===== src/rtl/sfd_pkg.sv =====
`timescale 1ns / 1ps
// ============================================================================
// sfd_pkg
// Shared types and constants of the sync frame deframer: configuration
// layout, register indexes, item codes and the result record that travels
// from the parser through the result queue to the output stage.
// ============================================================================
package sfd_pkg;

    // Result queue geometry.
    localparam int QUEUE_DEPTH = 4;
    localparam int QUEUE_PTR_W = $clog2(QUEUE_DEPTH);
    localparam int QUEUE_CNT_W = $clog2(QUEUE_DEPTH + 1);

    // Configuration port layout.
    localparam int CFG_INDEX_W = 2;
    localparam int CFG_DATA_W  = 16;

    typedef logic [CFG_INDEX_W-1:0] cfg_index_t;

    localparam cfg_index_t CFG_SYNC_FIRST    = 2'd0;
    localparam cfg_index_t CFG_SYNC_SECOND   = 2'd1;
    localparam cfg_index_t CFG_TIMEOUT_TICKS = 2'd2;
    localparam cfg_index_t CFG_MAX_LENGTH    = 2'd3;

    // Configuration reset values.
    localparam logic [7:0]  SYNC_FIRST_RST  = 8'hB5;
    localparam logic [7:0]  SYNC_SECOND_RST = 8'h62;
    localparam logic [15:0] TIMEOUT_RST     = 16'd10000;
    localparam logic [15:0] MAX_LENGTH_RST  = 16'd256;

    // Tick counter saturates at its all-ones value.
    localparam int          TICK_W   = 17;
    localparam logic [16:0] TICK_MAX = 17'h1FFFF;

    // Input item kinds.
    localparam logic KIND_BYTE = 1'b0;
    localparam logic KIND_TICK = 1'b1;

    // Result kinds.
    localparam logic RESULT_PAYLOAD = 1'b0;
    localparam logic RESULT_FRAME   = 1'b1;

    typedef struct packed {
        logic [7:0]  sync_first;
        logic [7:0]  sync_second;
        logic [15:0] timeout_ticks;
        logic [15:0] max_payload_length;
    } cfg_t;

    // One request for the output side; the checksum comparison and the
    // length check are finished in the output stage.
    typedef struct packed {
        logic        kind;
        logic [7:0]  payload_byte;
        logic [15:0] byte_index;
        logic [15:0] msg_id;
        logic [15:0] frame_length;
        logic [7:0]  ck_lo;
        logic [7:0]  ck_hi;
        logic [7:0]  sum_a;
        logic [7:0]  sum_b;
    } rec_t;

endpackage


===== src/rtl/sfd_parser.sv =====
`timescale 1ns / 1ps
// ============================================================================
// sfd_parser
// Front end: accepts one byte or tick per cycle while accept is high, tracks the frame phase,
// the Fletcher-8 sums and the hunt timeout, and hands result requests to
// the result queue.
// ============================================================================
module sfd_parser
(
    input  logic          clk,
    input  logic          rst_n,
    input  logic          accept,
    input  logic          kind,
    input  logic [7:0]    rx_byte,
    input  sfd_pkg::cfg_t cfg,
    output logic          rec_valid,
    output sfd_pkg::rec_t rec
);

    typedef enum logic [3:0] {
        PH_SYNC1   = 4'd0,
        PH_SYNC2   = 4'd1,
        PH_CLASS   = 4'd2,
        PH_ID      = 4'd3,
        PH_LEN_LO  = 4'd4,
        PH_LEN_HI  = 4'd5,
        PH_PAYLOAD = 4'd6,
        PH_CK_LO   = 4'd7,
        PH_CK_HI   = 4'd8
    } phase_t;

    phase_t      phase_reg, phase_next, phase_eff;
    logic [15:0] msg_id_reg, msg_id_next;
    logic [15:0] length_reg, length_next;
    logic [15:0] index_reg, index_next;
    logic [7:0]  sum_a_reg, sum_a_next;
    logic [7:0]  sum_b_reg, sum_b_next;
    logic [7:0]  ck_lo_reg, ck_lo_next;
    logic [sfd_pkg::TICK_W-1:0] ticks_reg, ticks_next;

    logic [7:0]  sum_a_add;
    logic [7:0]  sum_b_add;
    logic [15:0] index_inc;
    logic [15:0] length_full;

    // Fletcher-8 update with the current byte.
    assign sum_a_add   = sum_a_reg + rx_byte;
    assign sum_b_add   = sum_b_reg + sum_a_add;
    assign index_inc   = index_reg + 16'd1;
    assign length_full = {rx_byte, length_reg[7:0]};

    // A byte seen after too many ticks is handled as a hunt byte.
    always_comb
    begin
        if (ticks_reg > {1'b0, cfg.timeout_ticks})
        begin
            phase_eff = PH_SYNC1;
        end
        else
        begin
            phase_eff = phase_reg;
        end
    end

    // Next-state logic and result request.
    always_comb
    begin
        phase_next  = phase_reg;
        msg_id_next = msg_id_reg;
        length_next = length_reg;
        index_next  = index_reg;
        sum_a_next  = sum_a_reg;
        sum_b_next  = sum_b_reg;
        ck_lo_next  = ck_lo_reg;
        ticks_next  = ticks_reg;
        rec_valid   = 1'b0;
        rec         = '0;

        if (accept)
        begin
            if (kind == sfd_pkg::KIND_TICK)
            begin
                if (ticks_reg != sfd_pkg::TICK_MAX)
                begin
                    ticks_next = ticks_reg + 17'd1;
                end
            end
            else
            begin
                phase_next = phase_eff;
                unique case (phase_eff)
                    PH_SYNC2:
                    begin
                        phase_next = (rx_byte == cfg.sync_second) ? PH_CLASS : PH_SYNC1;
                        sum_a_next = 8'd0;
                        sum_b_next = 8'd0;
                    end
                    PH_CLASS:
                    begin
                        msg_id_next = {8'd0, rx_byte};
                        sum_a_next  = sum_a_add;
                        sum_b_next  = sum_b_add;
                        phase_next  = PH_ID;
                    end
                    PH_ID:
                    begin
                        msg_id_next = {rx_byte, msg_id_reg[7:0]};
                        sum_a_next  = sum_a_add;
                        sum_b_next  = sum_b_add;
                        phase_next  = PH_LEN_LO;
                    end
                    PH_LEN_LO:
                    begin
                        length_next = {8'd0, rx_byte};
                        sum_a_next  = sum_a_add;
                        sum_b_next  = sum_b_add;
                        phase_next  = PH_LEN_HI;
                    end
                    PH_LEN_HI:
                    begin
                        length_next = length_full;
                        sum_a_next  = sum_a_add;
                        sum_b_next  = sum_b_add;
                        index_next  = 16'd0;
                        phase_next  = (length_full != 16'd0) ? PH_PAYLOAD : PH_CK_LO;
                    end
                    PH_PAYLOAD:
                    begin
                        sum_a_next        = sum_a_add;
                        sum_b_next        = sum_b_add;
                        rec_valid         = 1'b1;
                        rec.kind          = sfd_pkg::RESULT_PAYLOAD;
                        rec.payload_byte  = rx_byte;
                        rec.byte_index    = index_reg;
                        rec.msg_id        = msg_id_reg;
                        rec.frame_length  = length_reg;
                        index_next        = index_inc;
                        if (index_inc == length_reg)
                        begin
                            phase_next = PH_CK_LO;
                        end
                    end
                    PH_CK_LO:
                    begin
                        ck_lo_next = rx_byte;
                        phase_next = PH_CK_HI;
                    end
                    PH_CK_HI:
                    begin
                        rec_valid        = 1'b1;
                        rec.kind         = sfd_pkg::RESULT_FRAME;
                        rec.msg_id       = msg_id_reg;
                        rec.frame_length = length_reg;
                        rec.ck_lo        = ck_lo_reg;
                        rec.ck_hi        = rx_byte;
                        rec.sum_a        = sum_a_reg;
                        rec.sum_b        = sum_b_reg;
                        phase_next       = PH_SYNC1;
                    end
                    default:
                    begin
                        // Hunting for the first sync byte.
                        phase_next = (rx_byte == cfg.sync_first) ? PH_SYNC2 : PH_SYNC1;
                        ticks_next = '0;
                    end
                endcase
            end
        end
    end

    // State registers.
    always_ff @(posedge clk or negedge rst_n)
    begin
        if (!rst_n)
        begin
            phase_reg  <= PH_SYNC1;
            msg_id_reg <= '0;
            length_reg <= '0;
            index_reg  <= '0;
            sum_a_reg  <= '0;
            sum_b_reg  <= '0;
            ck_lo_reg  <= '0;
            ticks_reg  <= '0;
        end
        else
        begin
            phase_reg  <= phase_next;
            msg_id_reg <= msg_id_next;
            length_reg <= length_next;
            index_reg  <= index_next;
            sum_a_reg  <= sum_a_next;
            sum_b_reg  <= sum_b_next;
            ck_lo_reg  <= ck_lo_next;
            ticks_reg  <= ticks_next;
        end
    end

    // A tick never moves the frame phase.
    a_tick_holds_phase: assert property (@(posedge clk) disable iff (!rst_n)
        accept && (kind == sfd_pkg::KIND_TICK) |=> $stable(phase_reg))
        else $error("tick changed the parse phase");

    // Inside the payload the byte index stays below the declared length.
    a_index_in_range: assert property (@(posedge clk) disable iff (!rst_n)
        (phase_reg == PH_PAYLOAD) |-> (index_reg < length_reg))
        else $error("payload index beyond declared length");

endmodule


===== src/rtl/sfd_queue.sv =====
`timescale 1ns / 1ps
// ============================================================================
// sfd_queue
// Short result queue between the parser and the output stage, so that the
// front keeps taking items while the back is stalled, until the queue is full.
// ============================================================================
module sfd_queue
(
    input  logic          clk,
    input  logic          rst_n,
    input  logic          wr_en,
    input  sfd_pkg::rec_t wr_data,
    output logic          full,
    input  logic          rd_en,
    output logic          rd_valid,
    output sfd_pkg::rec_t rd_data
);

    sfd_pkg::rec_t entry_reg [sfd_pkg::QUEUE_DEPTH];

    logic [sfd_pkg::QUEUE_PTR_W-1:0] wr_ptr_reg;
    logic [sfd_pkg::QUEUE_PTR_W-1:0] rd_ptr_reg;
    logic [sfd_pkg::QUEUE_CNT_W-1:0] count_reg;
    logic                            do_wr;
    logic                            do_rd;

    assign full     = (count_reg == sfd_pkg::QUEUE_CNT_W'(sfd_pkg::QUEUE_DEPTH));
    assign rd_valid = (count_reg != '0);
    assign rd_data  = entry_reg[rd_ptr_reg];
    assign do_wr    = wr_en && !full;
    assign do_rd    = rd_en && rd_valid;

    // Storage for waiting requests.
    always_ff @(posedge clk)
    begin
        if (do_wr)
        begin
            entry_reg[wr_ptr_reg] <= wr_data;
        end
    end

    // Pointers and fill count.
    always_ff @(posedge clk or negedge rst_n)
    begin
        if (!rst_n)
        begin
            wr_ptr_reg <= '0;
            rd_ptr_reg <= '0;
            count_reg  <= '0;
        end
        else
        begin
            if (do_wr)
            begin
                wr_ptr_reg <= wr_ptr_reg + 1'b1;
            end
            if (do_rd)
            begin
                rd_ptr_reg <= rd_ptr_reg + 1'b1;
            end
            if (do_wr && !do_rd)
            begin
                count_reg <= count_reg + 1'b1;
            end
            else if (do_rd && !do_wr)
            begin
                count_reg <= count_reg - 1'b1;
            end
        end
    end

    // The fill count never passes the depth.
    a_count_bound: assert property (@(posedge clk) disable iff (!rst_n)
        count_reg <= sfd_pkg::QUEUE_CNT_W'(sfd_pkg::QUEUE_DEPTH))
        else $error("result queue overflow");

    // Pointer distance agrees with the fill count.
    a_ptr_count: assert property (@(posedge clk) disable iff (!rst_n)
        (wr_ptr_reg - rd_ptr_reg) == count_reg[sfd_pkg::QUEUE_PTR_W-1:0])
        else $error("result queue pointers disagree with count");

endmodule


===== src/rtl/sfd_output.sv =====
`timescale 1ns / 1ps
// ============================================================================
// sfd_output
// Back end: takes requests from the result queue, finishes the checksum
// comparison and the length check, and holds the result for the consumer.
// ============================================================================
module sfd_output
(
    input  logic          clk,
    input  logic          rst_n,
    input  logic          q_valid,
    input  sfd_pkg::rec_t q_data,
    output logic          q_rd,
    input  logic [15:0]   max_payload_length,
    input  logic          pop,
    output logic          empty,
    output logic          result_kind,
    output logic [7:0]    payload_byte,
    output logic [15:0]   byte_index,
    output logic [15:0]   msg_id,
    output logic [15:0]   frame_length,
    output logic          checksum_ok,
    output logic          too_long
);

    logic        valid_reg;
    logic        kind_reg;
    logic [7:0]  byte_reg;
    logic [15:0] index_reg;
    logic [15:0] msg_id_reg;
    logic [15:0] length_reg;
    logic        ck_ok_reg;
    logic        too_long_reg;
    logic        is_frame;

    // Load a new request when the output register is free or being drained.
    assign q_rd     = q_valid && (!valid_reg || pop);
    assign is_frame = (q_data.kind == sfd_pkg::RESULT_FRAME);

    // Valid flag of the output register.
    always_ff @(posedge clk or negedge rst_n)
    begin
        if (!rst_n)
        begin
            valid_reg <= 1'b0;
        end
        else if (q_rd)
        begin
            valid_reg <= 1'b1;
        end
        else if (pop)
        begin
            valid_reg <= 1'b0;
        end
    end

    // Result payload, with the frame checks finished on load.
    always_ff @(posedge clk)
    begin
        if (q_rd)
        begin
            kind_reg     <= q_data.kind;
            byte_reg     <= q_data.payload_byte;
            index_reg    <= q_data.byte_index;
            msg_id_reg   <= q_data.msg_id;
            length_reg   <= q_data.frame_length;
            ck_ok_reg    <= is_frame && (q_data.ck_lo == q_data.sum_a)
                                     && (q_data.ck_hi == q_data.sum_b);
            too_long_reg <= is_frame && (q_data.frame_length > max_payload_length);
        end
    end

    assign empty        = !valid_reg;
    assign result_kind  = kind_reg;
    assign payload_byte = byte_reg;
    assign byte_index   = index_reg;
    assign msg_id       = msg_id_reg;
    assign frame_length = length_reg;
    assign checksum_ok  = ck_ok_reg;
    assign too_long     = too_long_reg;

    // Frame flags appear only on frame results.
    a_flags_frame_only: assert property (@(posedge clk) disable iff (!rst_n)
        valid_reg && (kind_reg == sfd_pkg::RESULT_PAYLOAD) |-> !ck_ok_reg && !too_long_reg)
        else $error("frame flag set on a payload result");

endmodule


===== src/rtl/sync_frame_deframer_fletcher8_top.sv =====
`timescale 1ns / 1ps
// ============================================================================
// sync_frame_deframer_fletcher8_top
// Frame deframer with Fletcher-8 checksum: hunts two sync bytes, reads id,
// length, payload and checksum, emits payload bytes and one frame result.
// ============================================================================
//
//  Channel   Handshake            Fields
//  -------   ------------------   ----------------------------------------------
//  input     push / full          kind, rx_byte
//  result    empty / pop          result_kind, payload_byte, byte_index, msg_id,
//                                 frame_length, checksum_ok, too_long
//  config    cfg_we               cfg_index, cfg_data
//
//  One byte or tick is taken every cycle while full is low. A result
//  goes from the parser into the result queue and from there into the
//  output register, which drives the ports.
//  Reset clears the parser, the queue and the output register and loads the
//  register defaults; there is no clearing pass.
//  full rises when the four-entry result queue holds four requests; with the
//  output register that is five results waiting before input stalls.
//
module sync_frame_deframer_fletcher8_top
(
    input  logic                        clk,
    input  logic                        rst_n,
    input  logic                        push,
    output logic                        full,
    input  logic                        kind,
    input  logic [7:0]                  rx_byte,
    output logic                        empty,
    input  logic                        pop,
    output logic                        result_kind,
    output logic [7:0]                  payload_byte,
    output logic [15:0]                 byte_index,
    output logic [15:0]                 msg_id,
    output logic [15:0]                 frame_length,
    output logic                        checksum_ok,
    output logic                        too_long,
    input  logic                        cfg_we,
    input  sfd_pkg::cfg_index_t         cfg_index,
    input  logic [sfd_pkg::CFG_DATA_W-1:0] cfg_data
);

    sfd_pkg::cfg_t cfg_reg;
    sfd_pkg::rec_t rec;
    sfd_pkg::rec_t q_data;
    logic          rec_valid;
    logic          q_valid;
    logic          q_rd;
    logic          accept;

    assign accept = push && !full;

    // Configuration registers.
    always_ff @(posedge clk or negedge rst_n)
    begin
        if (!rst_n)
        begin
            cfg_reg.sync_first         <= sfd_pkg::SYNC_FIRST_RST;
            cfg_reg.sync_second        <= sfd_pkg::SYNC_SECOND_RST;
            cfg_reg.timeout_ticks      <= sfd_pkg::TIMEOUT_RST;
            cfg_reg.max_payload_length <= sfd_pkg::MAX_LENGTH_RST;
        end
        else if (cfg_we)
        begin
            unique case (cfg_index)
                sfd_pkg::CFG_SYNC_FIRST:    cfg_reg.sync_first         <= cfg_data[7:0];
                sfd_pkg::CFG_SYNC_SECOND:   cfg_reg.sync_second        <= cfg_data[7:0];
                sfd_pkg::CFG_TIMEOUT_TICKS: cfg_reg.timeout_ticks      <= cfg_data;
                sfd_pkg::CFG_MAX_LENGTH:    cfg_reg.max_payload_length <= cfg_data;
                default:                    cfg_reg <= cfg_reg;
            endcase
        end
    end

    // Front end: frame parser.
    sfd_parser u_parser
    (
        .clk       (clk),
        .rst_n     (rst_n),
        .accept    (accept),
        .kind      (kind),
        .rx_byte   (rx_byte),
        .cfg       (cfg_reg),
        .rec_valid (rec_valid),
        .rec       (rec)
    );

    // Result queue between front and back.
    sfd_queue u_queue
    (
        .clk      (clk),
        .rst_n    (rst_n),
        .wr_en    (rec_valid),
        .wr_data  (rec),
        .full     (full),
        .rd_en    (q_rd),
        .rd_valid (q_valid),
        .rd_data  (q_data)
    );

    // Back end: result checks and output register.
    sfd_output u_output
    (
        .clk                (clk),
        .rst_n              (rst_n),
        .q_valid            (q_valid),
        .q_data             (q_data),
        .q_rd               (q_rd),
        .max_payload_length (cfg_reg.max_payload_length),
        .pop                (pop),
        .empty              (empty),
        .result_kind        (result_kind),
        .payload_byte       (payload_byte),
        .byte_index         (byte_index),
        .msg_id             (msg_id),
        .frame_length       (frame_length),
        .checksum_ok        (checksum_ok),
        .too_long           (too_long)
    );

endmodule


===== config.mk =====
export PLATFORM = sky130hd
export DESIGN_NAME = sync_frame_deframer_fletcher8_top
export DESIGN_NICKNAME = d
export VERILOG_FILES = /design/src/rtl/sfd_pkg.sv /design/src/rtl/sfd_parser.sv /design/src/rtl/sfd_queue.sv /design/src/rtl/sfd_output.sv /design/src/rtl/sync_frame_deframer_fletcher8_top.sv
export SDC_FILE = /design/constraint.sdc
export NUM_CORES = 1
export LEC_CHECK = 0
export BUFFER_PORTS_ARGS = -buffer_cell sky130_fd_sc_hd__buf_2
export CORE_MARGIN = 1
export CORE_UTILIZATION = 40
export CTS_BUF_LIST = sky130_fd_sc_hd__clkbuf_4
export DETAILED_ROUTE_END_ITERATION = 8
export PLACE_DENSITY = 0.6
export SLEW_MARGIN = 20
export SYNTH_ARGS = -nofsm -noshare
export SYNTH_HDL_FRONTEND = slang
export SYNTH_SLANG_ARGS = --single-unit
export TNS_END_PERCENT = 5

===== constraint.sdc =====
create_clock -name clk -period 9.5 [get_ports clk]
set_input_delay 1.9 -clock clk [delete_from_list [all_inputs] [get_ports clk]]
set_output_delay 1.9 -clock clk [all_outputs]
set_load 0.01 [all_outputs]

# Yosys cells after proc, flatten, opt, wreduce, memory -nomap -nowiden
# Memories as Yosys holds them, arrays and structs flattened.
# Cells that the tools add are included.
# Widths: inputs -> output; s select.
[word_totals] elab_cells=127 inputBits=32 out_inout_bits=61 ramBits=356 ff_bits=208 n_memories=1
[op_classes] reduce_logical=39 bitwise=3 n_lt_le_gt_ge=2 n_eq_ne=20 n_mux=29 addsub=8
[mem_list] name="u_queue.entry_reg" depth=4 width=89 rd=1 rd_clocked_by_memory_dff=0 write_ports=1 line_no="sfd_queue.sv:19" text="sfd_pkg::rec_t entry_reg [sfd_pkg::QUEUE_DEPTH];"
[ops] op="$mux 89" n=2
[ops] op="$pmux 16 s2" n=3
[ops] op="$mux 32" n=2
[ops] op="$mux 17" n=3
[ops] op="$eq 8x8->1" n=4
[ops] op="$pmux 4 s8" n=1
[ops] op="$pmux 8 s2" n=2
[ops] op="$mux 24" n=1
[ops] op="$reduce_and 3->1" n=6
[ops] op="$add 17x1->17 const B" n=1
[ops] op="$gt 17x16->1" n=1
[ops] op="$ne 17x17->1 const B" n=1
[ops] op="$add 16x1->16 const B" n=1
[ops] op="$add 8x8->8" n=2
[ops] op="$eq 16x16->1" n=1
[ops] op="$eq 4x3->1 const B" n=4
[ops] op="$gt 16x16->1" n=1
[ops] op="$reduce_bool 16->1" n=1
[ops] op="$reduce_bool 2->1" n=6
[ops] op="$mux 1" n=10
[ops] op="$reduce_and 2->1" n=5
[ops] op="$logic_and 1x1->1" n=9
[ops] op="$eq 4x2->1 const B" n=2
[ops] op="$mux 4" n=2
[ops] op="other kinds (20)" n=30

# Logic depth before layout (Yosys ltp)
# Gate-level depths: netlist (run 1).
[logic_depth] word_depth=12 ltp_mapped=17 depth_no_buf=15

# Modules after synthesis
# Synthesis (run 1) repeated with hierarchy kept, for this count alone.
[hier_totals] hier_cells=1481 hier_area_um2=24179.4
[by_module_without_submodules] mod="sfd_queue" seq_area_each_um2=10865.4 instances=1 cells_each=500 area_per_inst_um2=13352.8
[by_module_without_submodules] mod="sfd_parser" seq_area_each_um2=2327.2 instances=1 cells_each=735 area_per_inst_um2=6605.1
[by_module_without_submodules] mod="sfd_output" seq_area_each_um2=1796.7 instances=1 cells_each=143 area_per_inst_um2=2392.3
[by_module_without_submodules] mod="sync_frame_deframer_fletcher8_top" seq_area_each_um2=1218.7 instances=1 cells_each=103 area_per_inst_um2=1829.3

# Worst setup path after synthesis (run 1)
# Ideal clock, no wire load.
[synth_timing] path_type="in2reg" from="input push" to="memory u_queue.entry_reg[0][0] (netlist bit) (enable)" path_stages=7 path_slack_ps=1981 t_required_ps=8952 arrival_ps=6970 setup_time_ps=548 path_cell_list="nand2b_1 -> or2_2 -> buf_1 -> a211oi_2 -> nor2_1 -> buf_2 -> nor2b_1"
[synth_between] elab_chain_cells=5
[synth_rtl] element="start: declaration" line_no="sync_frame_deframer_fletcher8_top.sv:27" text="input logic push,"
[synth_rtl] element="$logic_and 1x1->1" line_no="sync_frame_deframer_fletcher8_top.sv:53" text="assign accept = push && !full;"
[synth_rtl] element="$mux 1" line_no="sfd_parser.sv:79" text="if (accept)"
[synth_rtl] element="$logic_and 1x1->1" line_no="sfd_queue.sv:30" text="assign do_wr = wr_en && !full;"
[synth_rtl] element="$mux 1" line_no="sfd_queue.sv:36" text="if (do_wr)"
[synth_rtl] element="$mux 1 (implied by the code)" line_no="sfd_queue.sv:38" text="entry_reg[wr_ptr_reg] <= wr_data;"
[synth_rtl] element="end: declaration" line_no="sfd_queue.sv:19"
# No other way between the ends.

# Worst setup path after layout (run 1)
[layout_timing] from="input push" to="memory u_queue.entry_reg[1][15] (netlist bit) (enable)"
# The elaborated chain is that of the path after synthesis.

==> results of run 1 <==
==> worst max-delay path: cells and delay by family <==
family                 cells  cell delay [ps]
AND/OR/NAND/NOR            4             1240
buffers and inverters      5             2010
AO/OA/AOI/OAI              1              210
==> path summary, 6_finish.rpt <==
kind | from | endpoint | slack [ps] | depth (start not counted)
max in group asynchronous | rst_n | u_parser.index_reg[5] | 7100 | 2
min | u_parser.msg_id_reg[15] | u_parser.msg_id_reg[15] | 470 | 2
max reg2reg | cfg_reg[29] | u_queue.entry_reg[1][15] | 4640 | 13
min in group asynchronous | rst_n | u_parser.ticks_reg[6] | 980 | 1
min reg2reg | u_parser.msg_id_reg[15] | u_parser.msg_id_reg[15] | 470 | 2
max | push | u_queue.entry_reg[1][15] | 4570 | 10
==> power by group <==
group | switching [W] | internal [W] | leakage [nW]
registers | 0.000353 | 0.00302 | 5.76
clock network | 0.000964 | 0.00124 | 1.18
logic | 0.000938 | 0.000860 | 3.31
==> kinds of logic after synthesis <==
family	synth area share, %
DFF	67.47
and+or+nand+nor	8.177
muxes	11.70
AOI/OAI and AO/OA	4.620
buffers and inverters	2.167
xor gates and xnor gates	2.807
adders and majority gates	3.063
==> cells in the mapped netlist (all sizes together), types with 4 or more instances <==
cell     count
a211o       14
a211oi       8
a21o        10
a21oi       31
a22o        19
and2        59
and3        16
buf         28
clkbuf      45
dfrtp      135
dfstp       14
edfxtp     415
ha          54
inv         58
mux2        76
mux2i        4
mux4        85
nand2       70
nand2b       4
nand3       28
nand3b       4
nand4       26
nor2        33
nor2b       41
nor3        20
nor4        10
nor4b       13
o2111ai      6
o211ai       6
o21a         4
o21ai       41
xnor2       50
xor2        27
==> layer usage <==
layer  up-vias  share of wire (%)  GRT usage (%)
met5         -                  0              0
met3        80                4.5          4.244
met4         0                2.0          6.772
met1      6806                 45          23.24
met2       333                 48          27.71
li1       6203                  -              -
==> through the flow <==
stage | setup slack (ps) | total power [W] | std cells | instance area [sq um] | hold WS [ps]
finish | 4574 | 0.007373 | 2573 | 27390 | 471.4
global route | 4330 | 0.007821 | 2573 | 27390 | 492.2
detailed placement | 3566 | 0.005240 | 2310 | 25370 | 466.6
global placement | 3591 | 0.005199 | 2310 | 25360 | 458.4
floorplan | 1981 | 0.004686 | 1500 | 24020 | 442.2
CTS | 4562 | 0.007481 | 2567 | 27360 | 479.6
==> cell type report <==
cell class / instances / area share (%)
diodes: 6 / 0.05482
multi-input cells: 805 / 26.92
clock inverters: 31 / 1.096
inverters: 58 / 0.7949
repair buffers: 110 / 2.197
clock buffers: 226 / 6.195
well taps: 773 / 3.531
flip-flops and latches: 564 / 59.21
==> impl_metrics.yaml, run 1 <==
final_layout:
  areaGrowthSynthToFinish_pct: 14.01
  n_fill_cell: 5166
  layout_commonest_cell: "edfxtp_1"
  largest_reg_flops: 356
  multi_input_area_sq_mm: 0.007373
  nets: 1776
  post-route-util_pct: 46.32
  layout_common_cells: "415 x edfxtp_1, 226 x clkbuf_4, 133 x dfrtp_1, 91 x buf_2, 85 x mux4_2"
  regArea_sq_mm: 0.01622
  drive_gt1_share_pct: 29.82
worst_setup_path:
  cp.required_ps: 10050
  cp.arrival_ps: 5480
  critPathKind: "primary input to register"
  crit_top_cell: "buf_4"
  cpPeakStageDelay_ps: 680
  slowest_stage: "buf_4"
  crit_fanout: 49
  cp-end-kind: "register"
  cp-start-kind: "primary input"
  worstPathCellList: "buf_2 -> nand2b_1 -> or2_2 -> a211oi_4 -> buf_4 -> nor2_4 -> buf_4 -> nor2b_4 -> buf_4 -> buf_4"
timing:
  fin_setup_tns_ps: 0
  finalSetupViolations: 0
  fin_crit_sh_pct: 51.85
  hold_violations: 0
  maxSlewHeadroom_pct: 39.05
  fin_crit_ps: 4926
  rsz0062_at_grt: "no"
  tightest_slew_ps: 914.2
  drv_slew: 0
  finalClockSkew_ps: 58.33
  max_freq_ghz: 0.2030
route:
  drt_pass1_iterations: 9
  drc: 16
  drt-total-wl_mm: 51.19
  antenna_left: 0
  vias: 13420
  vias_per_cell: 5.216
  routedWlPerCell_um: 19.90
  dr.first_iter.drc_count: 953
synth:
  synth_async_sr_flop_share_pct: 26.42
  synth_cell_types: 69
  yosys_warnings: 0
  synth_cells: 1500
  synth_area_sq_mm: 0.02402
  synth_edf_count: 415
  ys_ff_latch: 564
  synth.largest_area_cell: "edfxtp_1"
  avgSynthCellArea_sq_um: 16.02
  synth.area.top_cells: "edfxtp_1 52%, dfrtp_1 14%, mux4_2 8.0%, ha_1 2.8%, mux2_2 2.8%"
  ys.flop_type: "edfxtp_1"
  synth_nets: 1589
  seq_area_frac_synth_pct: 67.47
  synth_top_area_share_pct: 51.87
clock_network:
  cts.sinks: 564
  cts_tree: "done"
  post_cts_buffers: 0
  clk_latency_ps: 980
  holdBufCountCts: 0
  cts-root-buf: "clkbuf_4"
  cts_htree_levels: 4
  cts_buffers: 148
  clockBufferDepth: 3
  clkTransAtPathRegs_ps: 60
  cts-resized-gates: 0
global_route:
  grt_pass1_wl_mm: 79.44
  grt_max_degree: 86
  grt_pass1_vias: 13820
  antenna_found_initial: 3
  grt-ovfl-total: 0
  grtUsageTotal_pct: 17.50
die:
  fp-row-count: 89
  dieHeight_um: 247.1
  core_sq_mm: 0.05913
  io_pins: 93
  die_area_sq_mm: 0.06104
  start_util_pct: 40.63
  die_w_um: 247.1
pwr:
  p_per_area_mw_per_mm2: 269.2
  p_leak_nw: 10.25
  peakVddDrop_v: 0.0001910
status:
  status: "finished with violations"
  violations: "design-rule violations"
hold_path:
  hold_class: "register to register"
placement:
  gp_congestion: 0.8197
  post-dp-hpwl_mm: 31.77
  port_buffers: 92
job:
  drv_cap: 0
No activity file was read; power rests on OpenSTA's default activity.
==> inputs of run 2 (changes only) <==
--- a/config.mk
+++ b/config.mk
@@ -5,12 +5,13 @@
 export SDC_FILE = /design/constraint.sdc
 export NUM_CORES = 1
 export LEC_CHECK = 0
+export ABC_AREA = 1
 export BUFFER_PORTS_ARGS = -buffer_cell sky130_fd_sc_hd__buf_2
 export CORE_MARGIN = 1
 export CORE_UTILIZATION = 40
 export CTS_BUF_LIST = sky130_fd_sc_hd__clkbuf_4
 export DETAILED_ROUTE_END_ITERATION = 8
-export PLACE_DENSITY = 0.6
+export PLACE_DENSITY = 0.62
 export SLEW_MARGIN = 20
 export SYNTH_ARGS = -nofsm -noshare
 export SYNTH_HDL_FRONTEND = slang
==> constraint.sdc (replaced) <==
create_clock -name clk -period 4.4 [get_ports clk]
set_input_delay 0.88 -clock clk [delete_from_list [all_inputs] [get_ports clk]]
set_output_delay 0.88 -clock clk [all_outputs]
set_load 0.01 [all_outputs]
==> run 2 against run 1 <==
The run now ends clean; synthesized area rose by 1.3%; count of clock-buffer cells in the layout grew 4; highest routed layer is now met5; largest cell class unchanged; via count grew 25%; critical path depth rose by 6; non-clock buffer count rose by 3; final area increased by 0.90%.
==> impl_metrics.yaml, run 2 <==
hold_path:
  hold_class: "primary input to register"
  hold_depth: 3
  whs_endpoint: "cfg_reg[24]"
  min_from: "cfg_data[8]"
global_route:
  grt_pass1_wl_mm: 92.43
  grt_max_degree: 180
  grt-ovfl-total: 0
  antenna_found_initial: 5
  grtUsageTotal_pct: 19.35
  grt_pass1_vias: 16680
placement:
  place_ws_ps: 750.9
  port_buffers: 92
  post-dp-hpwl_mm: 36.49
  gp_congestion: 0.8506
pwr:
  total_power_w: 0.01682
  switching_share_pct: 36.37
  switchingPower_w: 0.006115
  seqPwrFrac_pct: 41.6
  p_per_area_mw_per_mm2: 608.5
  peakVddDrop_v: 0.0003039
  pwr-share-comb_pct: 30.9
  pwr-share-clk_pct: 27.6
  p_leak_nw: 10.62
  p_int_w: 0.01070
worst_setup_path:
  cp.arrival_ps: 4260
  cp.required_ps: 4990
  r2r_slack_ps: 730
  critPathTopFamily: "simple AND/OR/NAND/NOR gates"
  cp-end-kind: "register"
  timing.rr.start: "cfg_reg[26]"
  cpPeakStageDelay_ps: 530
  r2r-end: "u_queue.entry_reg[3][69]"
  cp-start-kind: "register"
  slowest_stage: "dfstp_2"
  crit_fanout: 36
  crit_top_cell: "nand2_1"
  critPathKind: "register to register"
  worstPathCellList: "inv_1 -> ha_1 -> nand2_1 -> nand2_1 -> nand2_1 -> nand2_1 -> a21oi_1 -> nand3_2 -> nand2_4 -> nand3_4 -> nor2_4 -> nand2_4 -> nand2_8 -> inv_4 -> nor2_4 -> buf_4"
  crit_buf_inv: 3
  reg2reg_depth: 16
synth:
  synth_top_family_by_area: "simple AND/OR/NAND/NOR gates"
  synth_nets: 2218
  synth_top_area_share_pct: 51.19
  synthSimpleGateAreaFrac_pct: 13.37
  synth_xor_xnor_area_share_pct: 1.583
  synth_edf_count: 415
  synth_mux_area_share_pct: 0.04626
  synth_area_sq_mm: 0.02434
  synth_common_cells: "415 x edfxtp_1, 290 x nand2_1, 260 x nor2_1, 235 x o21ai_0, 185 x inv_1"
  synth-compound-area-share_pct: 10.71
  synthAdderAreaFrac_pct: 3.022
  ys_ff_latch: 564
  ys.flop_type: "edfxtp_1"
  synth_async_sr_flop_share_pct: 26.42
  yosys_warnings: 0
  yosysMostFrequentCell: "edfxtp_1"
  synth.area.top_cells: "edfxtp_1 51%, dfrtp_1 14%, o21ai_0 4.8%, nand2_1 4.5%, nor2_1 4.0%"
  synth_cells: 2129
  synth.largest_area_cell: "edfxtp_1"
  seq_area_frac_synth_pct: 66.58
  avgSynthCellArea_sq_um: 11.43
  synth_cell_types: 56
clock_network:
  cts.sinks: 564
  cts_htree_levels: 4
  clk_latency_ps: 990
  clockBufferDepth: 3
  cts-resized-gates: 0
  cts-root-buf: "clkbuf_4"
  cts_buffers: 152
  clkTransAtPathRegs_ps: 60
  cts_tree: "done"
route:
  drt-total-wl_mm: 58.64
  vias: 16740
  drt_pass1_iterations: 7
  vias_per_cell: 5.197
  antenna_left: 0
  dr.first_iter.drc_count: 1335
  routedWlPerCell_um: 18.21
  drc: 0
final_layout:
  largest_reg_flops: 356
  areaGrowthSynthToFinish_pct: 13.51
  layout_commonest_cell: "edfxtp_1"
  nets: 2397
  n_fill_cell: 5574
  layout_common_cells: "415 x edfxtp_1, 290 x nand2_1, 256 x nor2_1, 235 x o21ai_0, 230 x clkbuf_4"
  drive_gt1_share_pct: 19.81
status:
  status: "completed"
timing:
  rsz0062_at_grt: "no"
  drv_slew: 0
  finalSetupViolations: 0
  tightest_slew_ps: 1033
  maxSlewHeadroom_pct: 31.00
  fin_crit_sh_pct: 83.31
  fin_crit_ps: 3665
  layout_setup_ws_ps: 734.6
  finalClockSkew_ps: 96.58
  hold_violations: 0
  max_freq_ghz: 0.2728
die:
  core_sq_mm: 0.06025
  die_w_um: 248.7
  dieHeight_um: 248.7
  fp-row-count: 90
  die_area_sq_mm: 0.06185
  io_pins: 93
  start_util_pct: 40.41
job:
  drv_cap: 0
## run 2: cell count changes after synthesis, sizes merged, moves of 16 or more
| cell | before | now |
|---|---|---|
| and2 | 59 | 1 |
| nand3 | 28 | 76 |
| xnor2 | 50 | 16 |
| mux4 | 85 | 0 |
| inv | 58 | 191 |
| nand2 | 70 | 302 |
| o21ai | 41 | 276 |
| and3 | 16 | 0 |
| nor2b | 41 | 0 |
| mux2 | 76 | 1 |
| nor2 | 33 | 302 |
| o22ai | 1 | 108 |
| a22o | 19 | 2 |
## run 2: what timing repair did
| item | 4_1_cts | 5_1_grt |
|---|---|---|
| buffers inserted | 0 | 0 |
| hold buffers | 1 | 0 |
| hold endpoints to repair | 68 | 0 |
## run 2: cell type report
| type | count | area (sq um) | area share, % |
|---|---|---|---|
| repair buffers | 113 | 701.9 | 2.540 |
| inverters | 191 | 721.9 | 2.613 |
| flip-flops and latches | 564 | 16210 | 58.67 |
| well taps | 782 | 978.4 | 3.541 |
| multi-input cells | 1286 | 7029 | 25.44 |
| clock buffers | 230 | 1727 | 6.248 |
| clock inverters | 49 | 247.7 | 0.8965 |
| diodes | 6 | 15.01 | 0.05433 |
## run 2: tightest hold or removal path, cell delays in order
cell and delay, ps:
buf_2 100, inv_1 80, o21ai_0 90
## run 2: worst max-delay path by stage
| stage | startpoint | end | slack [ps] | cells past startpoint |
|---|---|---|---|---|
| finish | cfg_reg[26] | u_queue.entry_reg[3][69] | 730 | 16 |
| CTS | cfg_reg[26] | u_queue.entry_reg[0][41] | 720 | 16 |
| floorplan | cfg_reg[24] | u_queue.entry_reg[0][0] | -260 | 14 |
| detailed placement | cfg_reg[26] | u_queue.entry_reg[0][69] | 750 | 16 |
| global route | cfg_reg[26] | u_queue.entry_reg[3][32] | 460 | 16 |
| global placement | cfg_reg[26] | u_queue.entry_reg[0][77] | 800 | 16 |
## run 2: cell families after synthesis
kind of cell,count (synthesis)
AO/OA/AOI/OAI,455
XOR/XNOR,44
adder cells (fa/ha/maj),57
buffers and inverters,279
flip-flops,564
multiplexers,1
AND/OR/NAND/NOR,729
## run 2: metal layers
| layer | routed length (um) | share of wire, % | vias to the layer above | global-route usage [%] |
|---|---|---|---|---|
| met3 | 3676 | 6.3 | 110 | 4.556 |
| met2 | 27000 | 46 | 537 | 29.96 |
| met1 | 26510 | 45 | 8174 | 26.12 |
| li1 | - | - | 7915 | - |
| met5 | 20 | 0.034 | - | 0 |
| met4 | 1433 | 2.4 | 4 | 8.163 |
## run 2: stage by stage
stage               util (%)  cell area (sq um)  hold slack (ps)  setup TNS, ps  instances
floorplan                  -              24350            453.0         -93660       2129
global placement       42.54              25630            467.4              0       2935
detailed placement     42.54              25630            474.2              0       2935
CTS                    45.84              27610            75.16              0       3215
global route           45.86              27630            121.0              0       3218
finish                 45.87              27630            169.5              0       3221
## run 2: power groups by stage
stage	combinational, W	sequential [W]	clock, W
after floorplan	0.00351	0.00713	0
after global placement	0.00508	0.00708	0
after detailed placement	0.00520	0.00710	0
after CTS	0.00523	0.00699	0.00477
after global routing	0.00583	0.00707	0.00506
final	0.00519	0.00699	0.00464
==> inputs of run 3 (changes only) <==
--- a/config.mk
+++ b/config.mk
@@ -5,7 +5,7 @@
 export SDC_FILE = /design/constraint.sdc
 export NUM_CORES = 1
 export LEC_CHECK = 0
-export ABC_AREA = 1
+export ABC_AREA = 0
 export BUFFER_PORTS_ARGS = -buffer_cell sky130_fd_sc_hd__buf_2
 export CORE_MARGIN = 1
 export CORE_UTILIZATION = 40
==> constraint.sdc (replaced) <==
create_clock -name clk -period 3 [get_ports clk]
set_input_delay 0.6 -clock clk [delete_from_list [all_inputs] [get_ports clk]]
set_output_delay 0.6 -clock clk [all_outputs]
set_load 0.01 [all_outputs]
==> run 3 against run 2 <==
The flow now finishes with violations (design-rule violations, negative setup slack); clock power grew 48%; final area increased by 6.8%; flip-flop and latch count unchanged.
==> impl_metrics.yaml, run 3 (synthesis gave the netlist of run 1 again) <==
status:
  status: "finished with violations"
  violations: "design-rule violations, negative setup slack"
final_layout:
  nets: 1940
  layout_commonest_cell: "edfxtp_1"
  layout_common_cells: "415 x edfxtp_1, 227 x clkbuf_4, 133 x dfrtp_1, 104 x buf_4, 91 x buf_2"
  n_fill_cell: 5056
  largest_reg_flops: 356
  final_cell_area_sq_mm: 0.02952
  post-route-util_pct: 49.92
  areaGrowthSynthToFinish_pct: 22.87
  drive_gt1_share_pct: 37.53
clock_network:
  clkTransAtPathRegs_ps: 60
  cts_tree: "done"
  cts_htree_levels: 4
  cts-root-buf: "clkbuf_4"
  clk_latency_ps: 1020
  cts.sinks: 564
  clockBufferDepth: 3
  cts_buffers: 148
route:
  vias_per_cell: 5.221
  dr.first_iter.drc_count: 929
  drc: 48
  routedWlPerCell_um: 20.40
  vias: 14340
  drt-total-wl_mm: 56.02
  antenna_left: 0
  drt_pass1_iterations: 7
timing:
  maxSlewHeadroom_pct: 42.55
  layout_setup_ws_ps: -162.9
  finalClockSkew_ps: 79.46
  fin_crit_sh_pct: 105.4
  rsz0062_at_grt: "yes"
  hold_violations: 0
  finalSetupViolations: 391
  max_freq_ghz: 0.3162
  drv_slew: 0
  fin_crit_ps: 3163
  tightest_slew_ps: 859.3
  worst_hold_slack_ps: 153.6
worst_setup_path:
  worstPathCellList: "inv_2 -> ha_4 -> nand4b_4 -> or4_4 -> nor2_4 -> nand2_4 -> a211oi_4 -> nor2_4 -> buf_6 -> nor2b_4 -> buf_12 -> buf_12 -> buf_6"
  slowest_stage: "dfstp_2"
  cp-start-kind: "register"
  reg2reg_depth: 13
  r2r_slack_ps: -160
  timing.rr.start: "cfg_reg[29]"
  crit_fanout: 14
  cp.arrival_ps: 3830
  r2r-end: "u_queue.entry_reg[1][52]"
  cp-end-kind: "register"
  critPathKind: "register to register"
  cp.required_ps: 3670
  cpPeakStageDelay_ps: 540
pwr:
  p_leak_nw: 11.26
  peakVddDrop_v: 0.0004271
  p_per_area_mw_per_mm2: 831.2
hold_path:
  whs_endpoint: "u_parser.ticks_reg[13]"
  hold_class: "primary input to register"
  min_from: "kind"
  hold_depth: 4
die:
  core_sq_mm: 0.05913
  die_area_sq_mm: 0.06104
  start_util_pct: 40.63
  dieHeight_um: 247.1
  fp-row-count: 89
  io_pins: 93
  die_w_um: 247.1
placement:
  post-dp-hpwl_mm: 35.36
  gp_congestion: 0.8407
  port_buffers: 92
  placed_area_sq_mm: 0.02663
global_route:
  grt_pass1_vias: 14700
  grt_max_degree: 70
  grtUsageTotal_pct: 18.61
  grt-ovfl-total: 0
  antenna_found_initial: 5
  grt_pass1_wl_mm: 84.35
job:
  drv_cap: 0
==> run 3: cell count changes in the layout (fill, tap and decap cells not counted), moves of 59 or more <==
| cell | delta |
|---|---|
| o22ai_1 | -107 |
| mux2_2 | +59 |
| o21ai_0 | -199 |
| nor2_1 | -227 |
| buf_4 | +90 |
| nand2_1 | -221 |
| inv_1 | -129 |
| mux4_2 | +85 |
==> run 3: worst max-delay path by stage <==
stage | from | end | slack, ps | cells past startpoint
after CTS | cfg_reg[29] | u_queue.count_reg[1] | -190 | 14
after floorplan | cfg_reg[29] | u_queue.entry_reg[0][0] | -980 | 10
after detailed placement | rx_byte[0] | u_parser.sum_b_reg[7] | -400 | 14
final | cfg_reg[29] | u_queue.entry_reg[1][52] | -160 | 13
after global placement | rx_byte[0] | u_parser.sum_b_reg[7] | -330 | 14
after global routing | cfg_reg[24] | u_queue.entry_reg[1][52] | -270 | 13
==> run 3: through the flow <==
stage / setup slack (ps) / power, W / setup TNS, ps / instances
3_5_place_dp: -396.0 / 0.01754 / -47470 / 2433
2_1_floorplan: -976.9 / 0.01484 / -349530 / 1500
5_1_grt: -266.4 / 0.02600 / -69710 / 2743
4_1_cts: -194.5 / 0.02465 / -47290 / 2727
6_report: -162.9 / 0.02453 / -27300 / 2746
3_3_place_gp: -328.1 / 0.01737 / -38850 / 2433
==> run 3: repair_timing <==
action                                  4_1_cts  5_1_grt
gates resized for setup                      37       66
endpoints found under the setup margin      571      720
cloned                                        2        8
pin swaps                                    14       24
setup buffers                                 4        7
endpoints found under the hold margin       147        0
hold buffers                                 20        0
==> run 3: per-layer routing <==
layer	GRT usage (%)	part of all wire, %	vias up
li1	-	-	6572
met1	24.59	45	7278
met2	29.43	48	387
met3	4.862	5.1	99
met4	6.954	2.2	0
met5	0	0	-
==> run 3: worst max-delay path, delay by kind of cell, from the launching register on <==
kind,cells,cell delay (ps)
buf+inv,5,620
flops,1,540
compound gates,1,260
fa+ha+maj,1,260
simple gates,6,1100
==> run 3: final cells by class <==
type	instances	area, sq um	share of cell area (%)
multi-input cells	805	7612	25.79
well taps	773	967.2	3.277
inverters	58	217.7	0.7376
clock inverters	41	261.5	0.8859
diodes	4	10.01	0.03391
repair buffers	274	2529	8.567
flip-flops and latches	564	16220	54.94
clock buffers	227	1704	5.773
==> run 3: report_power, final <==
part	total, W	switching (W)	leakage (nW)	internal [W]
combinational	0.00732	0.00365	4.33	0.00367
sequential	0.0104	0.000809	5.76	0.00955
clock	0.00685	0.00314	1.16	0.00371
total	0.0245	0.00760	11.3	0.0169
